## src/hw/rtl/asu_pkg.sv

```systemverilog
// ----------------------------------------------------------------------------
// asu_pkg
// Shared types, widths, register indexes and arithmetic helpers for the
// alpha split / unpremultiply pipeline.
// ----------------------------------------------------------------------------
package asu_pkg;

    // Pixel channel geometry
    localparam int CH_W     = 8;
    localparam int NUM_CH   = 3;
    localparam int PIXEL_W  = 4 * CH_W;
    localparam int NUMER_W  = 2 * CH_W;

    // Divider: quotient bits resolved per pipeline stage
    localparam int BITS_PER_STAGE = 2;
    localparam int DIV_STAGES     = CH_W / BITS_PER_STAGE;

    // Coordinates, widths and offsets
    localparam int POS_W      = 12;
    localparam int SRC_WID_W  = 13;
    localparam int DUAL_WID_W = 14;
    localparam int BASE_W     = POS_W + DUAL_WID_W;
    localparam int OFS_W      = 28;

    // Stream payload widths
    localparam int S_TDATA_W = 56;
    localparam int M_TDATA_W = 6 * PIXEL_W - 2 * (PIXEL_W - OFS_W);

    // Configuration port
    localparam int CFG_INDEX_W = 2;
    localparam int CFG_DATA_W  = DUAL_WID_W;

    typedef enum logic [CFG_INDEX_W-1:0] {
        REG_SOURCE_WIDTH  = 2'd0,
        REG_DUAL_WIDTH    = 2'd1,
        REG_COLOR_ON_LEFT = 2'd2
    } cfg_reg_t;

    localparam logic [SRC_WID_W-1:0]  SOURCE_WIDTH_RST  = 13'd1;
    localparam logic [DUAL_WID_W-1:0] DUAL_WIDTH_RST    = 14'd2;
    localparam logic                  COLOR_ON_LEFT_RST = 1'b1;

    // Constant channel values
    localparam logic [CH_W-1:0]    CH_MAX     = 8'hFF;
    localparam logic [NUMER_W-1:0] ROUND_BIAS = 16'd127;

    typedef logic [CH_W-1:0] chan_t;

    // One restoring division step: shift in one numerator bit, subtract if
    // it fits. Result is {quotient bit, new remainder}.
    function automatic logic [CH_W:0] div_step(input chan_t rem, input logic nbit,
                                               input chan_t den);
        logic [CH_W:0] trial;
        logic [CH_W:0] diff;
        trial = {rem, nbit};
        diff  = trial - {1'b0, den};
        if (trial >= {1'b0, den}) begin
            return {1'b1, diff[CH_W-1:0]};
        end else begin
            return {1'b0, trial[CH_W-1:0]};
        end
    endfunction

    // floor(m / 255) for m below 65280, no divider needed
    function automatic chan_t div255(input logic [NUMER_W-1:0] m);
        logic [NUMER_W:0] t;
        t = {1'b0, m} + {{NUMER_W{1'b0}}, 1'b1} + {{(CH_W+1){1'b0}}, m[NUMER_W-1:CH_W]};
        return t[NUMER_W-1:CH_W];
    endfunction

endpackage

```

## src/hw/rtl/asu_divider.sv

```systemverilog
// ----------------------------------------------------------------------------
// asu_divider
// Pipelined restoring divider, three channel lanes sharing one divisor.
// Quotient is known to fit in one channel byte.
// ----------------------------------------------------------------------------
module asu_divider (
    input  logic                                        aclk,
    input  logic [asu_pkg::DIV_STAGES-1:0]              stage_en,
    input  logic [asu_pkg::NUM_CH-1:0][asu_pkg::NUMER_W-1:0] numer,
    input  asu_pkg::chan_t                              divisor,
    output asu_pkg::chan_t [asu_pkg::NUM_CH-1:0]        quot
);

    localparam int NS  = asu_pkg::DIV_STAGES;
    localparam int NC  = asu_pkg::NUM_CH;
    localparam int CW  = asu_pkg::CH_W;
    localparam int NW  = asu_pkg::NUMER_W;

    asu_pkg::chan_t rem_reg  [NS][NC];
    asu_pkg::chan_t low_reg  [NS][NC];
    asu_pkg::chan_t quo_reg  [NS][NC];
    asu_pkg::chan_t den_reg  [NS];

    asu_pkg::chan_t rem_src  [NS][NC];
    asu_pkg::chan_t low_src  [NS][NC];
    asu_pkg::chan_t quo_src  [NS][NC];
    asu_pkg::chan_t den_src  [NS];

    asu_pkg::chan_t rem_next [NS][NC];
    asu_pkg::chan_t low_next [NS][NC];
    asu_pkg::chan_t quo_next [NS][NC];

    // Stage inputs: first stage starts with the high numerator byte as
    // partial remainder (it is below the divisor when the result fits)
    always_comb begin
        den_src[0] = divisor;
        for (int s = 1; s < NS; s++) begin
            den_src[s] = den_reg[s-1];
        end
        for (int c = 0; c < NC; c++) begin
            rem_src[0][c] = numer[c][NW-1:CW];
            low_src[0][c] = numer[c][CW-1:0];
            quo_src[0][c] = '0;
            for (int s = 1; s < NS; s++) begin
                rem_src[s][c] = rem_reg[s-1][c];
                low_src[s][c] = low_reg[s-1][c];
                quo_src[s][c] = quo_reg[s-1][c];
            end
        end
    end

    // Division steps of each stage
    always_comb begin
        logic [CW:0]    step;
        asu_pkg::chan_t r;
        asu_pkg::chan_t l;
        asu_pkg::chan_t q;
        for (int s = 0; s < NS; s++) begin
            for (int c = 0; c < NC; c++) begin
                r = rem_src[s][c];
                l = low_src[s][c];
                q = quo_src[s][c];
                for (int b = 0; b < asu_pkg::BITS_PER_STAGE; b++) begin
                    step = asu_pkg::div_step(r, l[CW-1], den_src[s]);
                    r    = step[CW-1:0];
                    q    = {q[CW-2:0], step[CW]};
                    l    = {l[CW-2:0], 1'b0};
                end
                rem_next[s][c] = r;
                low_next[s][c] = l;
                quo_next[s][c] = q;
            end
        end
    end

    // Stage registers
    always_ff @(posedge aclk) begin
        for (int s = 0; s < NS; s++) begin
            if (stage_en[s]) begin
                den_reg[s] <= den_src[s];
                for (int c = 0; c < NC; c++) begin
                    rem_reg[s][c] <= rem_next[s][c];
                    low_reg[s][c] <= low_next[s][c];
                    quo_reg[s][c] <= quo_next[s][c];
                end
            end
        end
    end

    always_comb begin
        for (int c = 0; c < NC; c++) begin
            quot[c] = quo_reg[NS-1][c];
        end
    end

endmodule

```

## src/hw/rtl/asu_black.sv

```systemverilog
// ----------------------------------------------------------------------------
// asu_black
// Composites the unpremultiplied color over black: round(c * a / 255),
// one multiply stage and one constant-divide stage.
// ----------------------------------------------------------------------------
module asu_black (
    input  logic                                 aclk,
    input  logic                                 en_mul,
    input  logic                                 en_out,
    input  asu_pkg::chan_t [asu_pkg::NUM_CH-1:0] color,
    input  asu_pkg::chan_t                       alpha,
    output asu_pkg::chan_t [asu_pkg::NUM_CH-1:0] black
);

    localparam int NC = asu_pkg::NUM_CH;
    localparam int CW = asu_pkg::CH_W;
    localparam int NW = asu_pkg::NUMER_W;

    logic [NW-1:0]  prod_reg  [NC];
    asu_pkg::chan_t black_reg [NC];

    // Product plus rounding bias; no ties since 255 is odd
    always_ff @(posedge aclk) begin
        for (int c = 0; c < NC; c++) begin
            if (en_mul) begin
                prod_reg[c] <= {{CW{1'b0}}, color[c]} * {{CW{1'b0}}, alpha}
                               + asu_pkg::ROUND_BIAS;
            end
            if (en_out) begin
                black_reg[c] <= asu_pkg::div255(prod_reg[c]);
            end
        end
    end

    always_comb begin
        for (int c = 0; c < NC; c++) begin
            black[c] = black_reg[c];
        end
    end

endmodule

```

## src/hw/rtl/alpha_split_unpremultiply.sv

```systemverilog
// ----------------------------------------------------------------------------
// alpha_split_unpremultiply
// Unpremultiplies one RGBA pixel, splits it into color and gray-alpha halves
// of a dual image, composites both over black and gives their byte offsets.
// ----------------------------------------------------------------------------
// Accepts one item per clock when the output side does not stall and
// returns one result item for each, in order. The channel divider resolves
// two quotient bits in each of its four stages; one register stage in front
// of it forms the numerators and the row product, and two after it do the
// over-black multiply and the divide by 255. Every stage holds its item
// under stall and bubbles close up, so input is taken while a result waits
// at the output as long as some stage is empty.
// Configuration writes are taken in any cycle (cfg_ready is always high) and
// must only be made while the pipeline is empty.
// ----------------------------------------------------------------------------
module alpha_split_unpremultiply (
    input  logic                                aclk,
    input  logic                                aresetn,
    // tdata: pos_x[11:0], pos_y[23:12], src_pixel[55:24]
    input  logic [asu_pkg::S_TDATA_W-1:0]       s_tdata,
    input  logic                                s_tvalid,
    output logic                                s_tready,
    // tdata: left_dual[31:0], right_dual[63:32], left_black[95:64],
    //        right_black[127:96], left_offset[155:128], right_offset[183:156]
    output logic [asu_pkg::M_TDATA_W-1:0]       m_tdata,
    output logic                                m_tvalid,
    input  logic                                m_tready,
    input  logic                                cfg_valid,
    output logic                                cfg_ready,
    input  logic [asu_pkg::CFG_INDEX_W-1:0]     cfg_index,
    input  logic [asu_pkg::CFG_DATA_W-1:0]      cfg_data
);

    localparam int NC       = asu_pkg::NUM_CH;
    localparam int CW       = asu_pkg::CH_W;
    localparam int NW       = asu_pkg::NUMER_W;
    localparam int PW       = asu_pkg::POS_W;
    localparam int BW       = asu_pkg::BASE_W;
    localparam int OW       = asu_pkg::OFS_W;
    localparam int DIV_LAST = asu_pkg::DIV_STAGES + 1;
    localparam int STG_MUL  = asu_pkg::DIV_STAGES + 2;
    localparam int LAST     = asu_pkg::DIV_STAGES + 3;

    // Configuration registers
    logic [asu_pkg::SRC_WID_W-1:0]  src_width_reg;
    logic [asu_pkg::DUAL_WID_W-1:0] dual_width_reg;
    logic                           color_left_reg;

    assign cfg_ready = 1'b1;

    always_ff @(posedge aclk) begin
        if (!aresetn) begin
            src_width_reg  <= asu_pkg::SOURCE_WIDTH_RST;
            dual_width_reg <= asu_pkg::DUAL_WIDTH_RST;
            color_left_reg <= asu_pkg::COLOR_ON_LEFT_RST;
        end else if (cfg_valid && cfg_ready) begin
            if (cfg_index == asu_pkg::REG_SOURCE_WIDTH) begin
                src_width_reg <= cfg_data[asu_pkg::SRC_WID_W-1:0];
            end
            if (cfg_index == asu_pkg::REG_DUAL_WIDTH) begin
                dual_width_reg <= cfg_data[asu_pkg::DUAL_WID_W-1:0];
            end
            if (cfg_index == asu_pkg::REG_COLOR_ON_LEFT) begin
                color_left_reg <= cfg_data[0];
            end
        end
    end

    // Pipeline flow control: a stage loads when it is empty or drains
    logic [LAST:1]   v_reg;
    logic [LAST:1]   v_next;
    logic [LAST:1]   v_in;
    logic [LAST+1:1] en;

    assign v_in = {v_reg[LAST-1:1], s_tvalid};

    always_comb begin
        en[LAST+1] = m_tready;
        for (int k = LAST; k >= 1; k--) begin
            en[k] = !v_reg[k] || en[k+1];
        end
        for (int k = 1; k <= LAST; k++) begin
            v_next[k] = en[k] ? v_in[k] : v_reg[k];
        end
    end

    always_ff @(posedge aclk) begin
        if (!aresetn) begin
            v_reg <= '0;
        end else begin
            v_reg <= v_next;
        end
    end

    assign s_tready = en[1];
    assign m_tvalid = v_reg[LAST];

    // Input unpacking
    logic [PW-1:0]               in_x;
    logic [PW-1:0]               in_y;
    logic [asu_pkg::PIXEL_W-1:0] in_px;
    asu_pkg::chan_t              in_a;

    assign in_x  = s_tdata[PW-1:0];
    assign in_y  = s_tdata[2*PW-1:PW];
    assign in_px = s_tdata[2*PW+asu_pkg::PIXEL_W-1:2*PW];
    assign in_a  = in_px[4*CW-1:3*CW];

    // Stage registers
    logic [NC-1:0][NW-1:0] numer_reg;
    logic [PW-1:0]         x_reg;
    logic [BW-1:0]         prod_reg;
    logic [BW-1:0]         base_reg;
    asu_pkg::chan_t        alpha_reg [1:LAST];
    logic                  azero_reg [1:DIV_LAST];
    logic [NC-1:0]         sat_reg   [1:DIV_LAST];
    logic [OW-1:0]         lofs_reg  [3:LAST];
    logic [OW-1:0]         rofs_reg  [3:LAST];
    asu_pkg::chan_t [NC-1:0] u_mul_reg;
    asu_pkg::chan_t [NC-1:0] u_out_reg;

    asu_pkg::chan_t [NC-1:0] quot;
    asu_pkg::chan_t [NC-1:0] u_sel;
    asu_pkg::chan_t [NC-1:0] black_ch;

    always_ff @(posedge aclk) begin
        // Numerators c*255, saturation flags, row product
        if (en[1]) begin
            alpha_reg[1] <= in_a;
            azero_reg[1] <= (in_a == '0);
            x_reg        <= in_x;
            prod_reg     <= BW'(in_y) * BW'(dual_width_reg);
            for (int c = 0; c < NC; c++) begin
                numer_reg[c] <= {in_px[c*CW +: CW], {CW{1'b0}}}
                                - {{CW{1'b0}}, in_px[c*CW +: CW]};
                sat_reg[1][c] <= (in_px[c*CW +: CW] >= in_a);
            end
        end
        // Offsets
        if (en[2]) begin
            base_reg <= prod_reg + BW'(x_reg);
        end
        if (en[3]) begin
            lofs_reg[3] <= {base_reg, 2'b00};
            rofs_reg[3] <= {base_reg + BW'(src_width_reg), 2'b00};
        end
        for (int k = 4; k <= LAST; k++) begin
            if (en[k]) begin
                lofs_reg[k] <= lofs_reg[k-1];
                rofs_reg[k] <= rofs_reg[k-1];
            end
        end
        // Side data riding along the divider
        for (int k = 2; k <= LAST; k++) begin
            if (en[k]) begin
                alpha_reg[k] <= alpha_reg[k-1];
            end
        end
        for (int k = 2; k <= DIV_LAST; k++) begin
            if (en[k]) begin
                azero_reg[k] <= azero_reg[k-1];
                sat_reg[k]   <= sat_reg[k-1];
            end
        end
        if (en[STG_MUL]) begin
            u_mul_reg <= u_sel;
        end
        if (en[LAST]) begin
            u_out_reg <= u_mul_reg;
        end
    end

    asu_divider u_div (
        .aclk     (aclk),
        .stage_en (en[DIV_LAST:2]),
        .numer    (numer_reg),
        .divisor  (alpha_reg[1]),
        .quot     (quot)
    );

    // Unpremultiplied channel: zero alpha gives zero, color at or above
    // alpha saturates
    always_comb begin
        for (int c = 0; c < NC; c++) begin
            if (azero_reg[DIV_LAST]) begin
                u_sel[c] = '0;
            end else if (sat_reg[DIV_LAST][c]) begin
                u_sel[c] = asu_pkg::CH_MAX;
            end else begin
                u_sel[c] = quot[c];
            end
        end
    end

    asu_black u_black (
        .aclk   (aclk),
        .en_mul (en[STG_MUL]),
        .en_out (en[LAST]),
        .color  (u_sel),
        .alpha  (alpha_reg[DIV_LAST]),
        .black  (black_ch)
    );

    // Output assembly; the gray half over black equals the gray half
    logic [asu_pkg::PIXEL_W-1:0] color_px;
    logic [asu_pkg::PIXEL_W-1:0] gray_px;
    logic [asu_pkg::PIXEL_W-1:0] color_blk;
    logic [asu_pkg::PIXEL_W-1:0] left_dual;
    logic [asu_pkg::PIXEL_W-1:0] right_dual;
    logic [asu_pkg::PIXEL_W-1:0] left_black;
    logic [asu_pkg::PIXEL_W-1:0] right_black;

    assign color_px  = {alpha_reg[LAST], u_out_reg[2], u_out_reg[1], u_out_reg[0]};
    assign gray_px   = {asu_pkg::CH_MAX, alpha_reg[LAST], alpha_reg[LAST], alpha_reg[LAST]};
    assign color_blk = {asu_pkg::CH_MAX, black_ch[2], black_ch[1], black_ch[0]};

    assign left_dual   = color_left_reg ? color_px  : gray_px;
    assign right_dual  = color_left_reg ? gray_px   : color_px;
    assign left_black  = color_left_reg ? color_blk : gray_px;
    assign right_black = color_left_reg ? gray_px   : color_blk;

    assign m_tdata = {rofs_reg[LAST], lofs_reg[LAST], right_black, left_black,
                      right_dual, left_dual};

endmodule

```

## config.mk

```make
export PLATFORM = sky130hd
export DESIGN_NAME = alpha_split_unpremultiply
export DESIGN_NICKNAME = d
export VERILOG_FILES = /design/src/hw/rtl/asu_pkg.sv /design/src/hw/rtl/asu_divider.sv /design/src/hw/rtl/asu_black.sv /design/src/hw/rtl/alpha_split_unpremultiply.sv
export SDC_FILE = /design/constraint.sdc
export NUM_CORES = 2
export LEC_CHECK = 0
export BUFFER_PORTS_ARGS = -buffer_cell sky130_fd_sc_hd__buf_2
export CORE_ASPECT_RATIO = 0.8
export CORE_MARGIN = 8
export CORE_UTILIZATION = 63
export DETAILED_ROUTE_END_ITERATION = 8
export PLACE_DENSITY = 0.84
export SLEW_MARGIN = 20
export SYNTH_ARGS = -nofsm -noshare
export SYNTH_HDL_FRONTEND = slang
export SYNTH_SLANG_ARGS = --single-unit
```

## constraint.sdc

```tcl
create_clock -name aclk -period 6.85 [get_ports aclk]
set_clock_uncertainty 0.05 [all_clocks]
set_input_delay 1.37 -clock aclk [delete_from_list [all_inputs] [get_ports aclk]]
set_output_delay 1.37 -clock aclk [all_outputs]
set_load 0.02 [all_outputs]
```

# Word-level counts from Yosys, hierarchy flattened
# Memories as Yosys holds them, arrays and structs flattened.
# Index checks and enable logic that the tools add are counted.
dict set report totals {
  register_bits 195
  output_inout_bits 187
  mem_count 11
  elab_cells 171
  mem_bits_rw 724
  inputBits 77
}
dict set report op_classes {
  n_eq_ne 2
  add_sub_neg 38
  n_mux 48
  magnitude_cmp 27
  n_reduce_logical 19
  multipliers 4
}
# memory depth word_bits rd rd_ports_with_merged_regs write_ports line_no
set memory_table {}
lappend memory_table {lofs_reg 5 28 5 0 5 alpha_split_unpremultiply.sv:117} ;# logic [OW-1:0] lofs_reg [3:LAST];
lappend memory_table {rofs_reg 5 28 5 0 5 alpha_split_unpremultiply.sv:118} ;# logic [OW-1:0] rofs_reg [3:LAST];
lappend memory_table {u_div.quo_reg 4 24 4 0 4 asu_divider.sv:21} ;# asu_pkg::chan_t quo_reg [NS][NC];
lappend memory_table {u_div.rem_reg 4 24 3 0 4 asu_divider.sv:19} ;# asu_pkg::chan_t rem_reg [NS][NC];
lappend memory_table {u_div.low_reg 4 18 3 0 4 asu_divider.sv:20} ;# asu_pkg::chan_t low_reg [NS][NC];
lappend memory_table {alpha_reg 7 8 7 0 7 alpha_split_unpremultiply.sv:114} ;# asu_pkg::chan_t alpha_reg [1:LAST];
lappend memory_table {{+5 memories} -- -- -- -- -- --}
# op n
set ops {}
lappend ops {{$ge A9 B8 Y1} 24}
lappend ops {{$mux W9} 24}
lappend ops {{$sub A8 B8 Y8} 24}
lappend ops {{$mux W32} 2}
lappend ops {{$add A16 B1 Y16 const B} 3}
lappend ops {{$add A16 B7 Y16 const B} 3}
lappend ops {{$add A16 B8 Y16} 3}
lappend ops {{$mul A8 B8 Y16} 3}
lappend ops {{$mux W24} 2}
lappend ops {{$mux W8} 6}
lappend ops {{$sub A16 B8 Y16} 3}
lappend ops {{$add A26 B12 Y26} 1}
lappend ops {{$add A26 B13 Y26} 1}
lappend ops {{$mul A12 B14 Y26} 1}
lappend ops {{$ge A8 B8 Y1} 3}
lappend ops {{$mux W1} 14}
lappend ops {{$logic_not A8 Y1} 1}
lappend ops {{$logic_not A1 Y1} 7}
lappend ops {{$logic_or A1 B1 Y1} 7}
lappend ops {{$reduce_and A2 Y1} 3}
lappend ops {{$eq A2 B1 Y1 const B} 1}
lappend ops {{$eq A2 B2 Y1 const B} 1}
lappend ops {{$logic_not A2 Y1} 1}

# Logic depth before layout (Yosys ltp)
dict set report logic_depth {
  ltp_word 10
  mapped_depth 21
  ltp_nobuf 20
}

# By module
# Synthesis repeated with hierarchy kept, for this count alone.
dict set report unflattened {
  cells_unflattened 4442
  hier_area_um2 50772.4
}
# module area_per_inst_um2 instances cells_per_inst seq_area_each_um2
set modules_own_cells {}
lappend modules_own_cells {alpha_split_unpremultiply 26073.8 1 2056 15595.0}
lappend modules_own_cells {asu_divider 15009.4 1 1408 5765.5}
lappend modules_own_cells {asu_black 9689.3 1 978 2162.1}

# Least setup slack after synthesis
# Ideal clock, no wire load.
dict set report synth_path {
  path_type {input to register}
  from {in s_tdata[17] (netlist name)}
  to {reg prod_reg[24], data pin}
  required_time_ns 6.541
  setup_time_ns 0.259
  path_stages 19
  path_slack_ns 0.691
  arrival_time_ns 5.850
  n_path_buf 1
  path_cell_list {clkbuf_1 > nand2_1 > fa_1 > fa_1 > fa_1 > inv_1 > fa_1 > inv_1 > fa_1 > inv_1 > ha_1 > o21a_1 > o21a_1 > o21bai_1 > a31oi_1 > o21ai_0 > o21ai_0 > o21ba_2 > xor2_1}
}
dict set report synth_between {
  elab_chain_len 1
}
# item line_no
set synth_rtl {}
lappend synth_rtl {{start, declared} alpha_split_unpremultiply.sv:20} ;# input logic [asu_pkg::S_TDATA_W-1:0] s_tdata,
lappend synth_rtl {{$mul A12 B14 Y26} alpha_split_unpremultiply.sv:132} ;# prod_reg <= BW'(in_y) * BW'(dual_width_reg);
lappend synth_rtl {{end signal, assigned} alpha_split_unpremultiply.sv:132}
lappend synth_rtl {{end, declared} alpha_split_unpremultiply.sv:112} ;# logic [BW-1:0] prod_reg;
# Every way passes these cells.
# A chain may end at the register's enable or synchronous reset.

==> flow_summary_export.csv <==
group,metric,value,unit
outcome,status,"finished clean",
power,pwr-share-comb,54.7,%
clock_tree,cts_made_buffers,75,
placement,io_buffer_count,242,
logic_synthesis,yosysMostFrequentCell,"edfxtp_1",
cells_and_area,seq_area,22800,um2
setup_path,arrival,6.42,ns
timing,whs,0.352,ns
setup_path,crit_path_top_delay_cell,"a2111oi_4",
logic_synthesis,synth_top_area_cell,"edfxtp_1",
clock_tree,cts_tree,"built",
detailed_routing,vias,32309,
setup_path,cpPeakStageDelay,0.75,ns
logic_synthesis,synth_edf_count,736,
clock_tree,cts_max_path_buffers,3,
logic_synthesis,ys_types,75,
power,total_power,27.7,mW
logic_synthesis,synth_cells,4346,
timing,fmax,164,MHz
detailed_routing,drtIter0Drc,2793,
clock_tree,hold_buffers,0,
die,core-area,78300,um2
setup_path,crit_type,"register to register",
global_route,grt_antenna_before_repair,0,
cells_and_area,n_fill_cell,5434,
timing,fin_ws,0.747,ns
detailed_routing,routedWlPerCell,19.1,um
die,start_util,63.3,%
setup_path,start_kind,"register",
clock_tree,cts_root_buf,"clkbuf_16",
cells_and_area,finalNonFillerCells,5642,
power,p_seq_share,30.6,%
cells_and_area,drive_gt1_share,10.9,%
cells_and_area,fin_area,53900,um2
detailed_routing,viasPerCell,5.73,
timing,slew_viol_final,0,
die,die_w,329,um
detailed_routing,final_antenna_net_count,0,
die,rows,92,
detailed_routing,first_pass_iters,8,
clock_tree,clock-sinks,771,
clock_tree,cts_setup_buffers,0,
logic_synthesis,ys_ff_latch,771,
global_route,grt_max_degree,101,
power,p_sw_share,39.8,%
timing,final.setup.tns,0,ns
setup_path,cp_common_cell,"o21ai_0",
setup_path,crit_path_end_kind,"register",
clock_tree,h-tree-depth,3,
placement,post-place-cells,5507,
cells_and_area,multi_input_area,23900,um2
setup_path,crit_required,7.17,ns
timing,rsz0062_at_grt,"false",
logic_synthesis,synthTopCellsByArea,"edfxtp_1 45%, ha_1 11%, fa_1 11%",
placement,gp_congestion,0.903,
die,boundaryPins,264,
logic_synthesis,ys_seq_area_share,46.0,%
setup_path,cp_top_family,"compound AO/OA/AOI/OAI gates",
clock_tree,clk_latency,0.65,ns
logic_synthesis,netlist.area_leader.share,44.6,%
setup_path,cp_cell_sequence,"inv_1, ha_1, nor2b_1, o21ai_1, a41oi_1, o21ai_1, nand2_1, o21ai_0, inv_1, ha_1, nor2b_1, o21ai_0, a21boi_0, o21a_1, o21ai_0, a31oi_1, a2111oi_4, mux2_2",
logic_synthesis,synth_area,49500,um2
detailed_routing,drc,0,
power,clock_power_share,14.8,%
global_route,grt_pass1_vias,32317,
timing,finalCriticalPeriod,6.10,ns
global_route,grt.total_usage,24.3,%
logic_synthesis,ys.warnings.count,0,
power,pwr_density_cell,514,nW/um2
cells_and_area,area_growth_syn_to_layout,8.84,%
setup_path,critPathBufInv,2,
setup_path,cp-startpoint,"alpha_reg[0][17]",
cells_and_area,n_antenna_cell,0,
power,switching_power,11.0,mW
cells_and_area,final_util,68.9,%
detailed_routing,routed_wl,108000,um
power,p_leak,24.4,nW
timing,fin_crit_sh,89.1,%
job,cap_violations,0,
setup_path,r2r-start,"alpha_reg[0][17]",
power,peakVddDrop,0.606,mV
placement,place_area,51500,um2
global_route,grt.overflow.total,0,
global_route,grt_first_pass_wirelength,171000,um
logic_synthesis,syn_avg_cell_area,11.4,um2
clock_tree,cts_resized,0,
clock_tree,cts.reportedPaths.clkPinSlew,0.06,ns
timing,worstMarginPinSlew,1.09,ns
cells_and_area,fin_nets,5327,
logic_synthesis,synthTopCellsByCount,"736 x edfxtp_1, 536 x inv_1, 525 x nand2_1",
die,die_h,267,um
logic_synthesis,synthFlopType,"edfxtp_1",
logic_synthesis,synth-async-reset-ratio,0,%
timing,setup_violations,0,
power,p_int,16.7,mW
min_path,worstHoldStart,"numer_reg[0]",
timing,maxSlewHeadroom,27.5,%
placement,hpwl,79500,um
timing,finalHoldViolCount,0,
placement,post-place-ws,0.283,ns
min_path,hp-class,"register to register",
setup_path,worstPathMaxFanout,14,
die,die_area,87900,um2
[final cells by class]
class,instances,area share (%)
well taps,1034,2.40
inverters,537,3.75
flip-flops and latches,771,42.3
repair buffers,271,2.66
clock inverters,43,0.894
multi-input cells,2894,44.4
clock buffers,92,3.62
[power by group through the flow]
stage / Sequential [mW] / Combinational, mW / Clock [mW]
floorplan: 8.10 / 11.9 / 0
global placement: 8.44 / 14.1 / 0
detailed placement: 8.54 / 14.7 / 0
CTS: 8.46 / 15.1 / 4.17
global route: 8.59 / 16.9 / 4.35
finish: 8.47 / 15.2 / 4.10
[per-layer routing]
layer	routed length [um]	global-route usage, %	vias up	part of all wire (%)
li1	-	-	15274	-
met1	46900	33.7	15522	44
met2	49800	39.3	1297	46
met3	7800	4.03	216	7.2
met4	3170	7.66	0	2.9
met5	0	0	-	0
[cells in the final DEF, fill, tap and decap left out, types with 75 or more instances in the layout]
cell type / instances
and2_1: 135
ha_1: 431
xnor2_1: 144
nor2_1: 201
o21ai_0: 193
buf_2: 242
a21oi_1: 140
mux2_2: 90
xor2_1: 87
fa_1: 269
nand2_1: 522
clkbuf_16: 75
inv_1: 532
a21o_1: 83
edfxtp_1: 736
[path summary, 6_finish.rpt]
check                                       endpoint  slack, ns  cells after the start
worst max-delay path            u_div.rem_reg[0][29]       0.75                     18
worst min-delay path            u_div.low_reg[0][12]       0.35                      0
worst max register to register  u_div.rem_reg[0][29]       0.75                     18
worst min register to register  u_div.low_reg[0][12]       0.35                      0
[logic make-up (layout without fill, tap and decap cells)]
family / Yosys count / in the layout / synth area share (%)
adder cells (fa/ha/maj): 700 / 700 / 21.8
AND/OR/NAND/NOR: 1163 / 1163 / 11.0
multiplexers: 113 / 113 / 2.51
other: 2 / 21 / 0.0152
XOR/XNOR: 231 / 231 / 4.08
flip-flops: 771 / 771 / 46.0
buffers and inverters: 700 / 943 / 5.86
AO/OA/AOI/OAI: 666 / 666 / 8.71
Note: power is estimated with default switching activity, not from simulation.
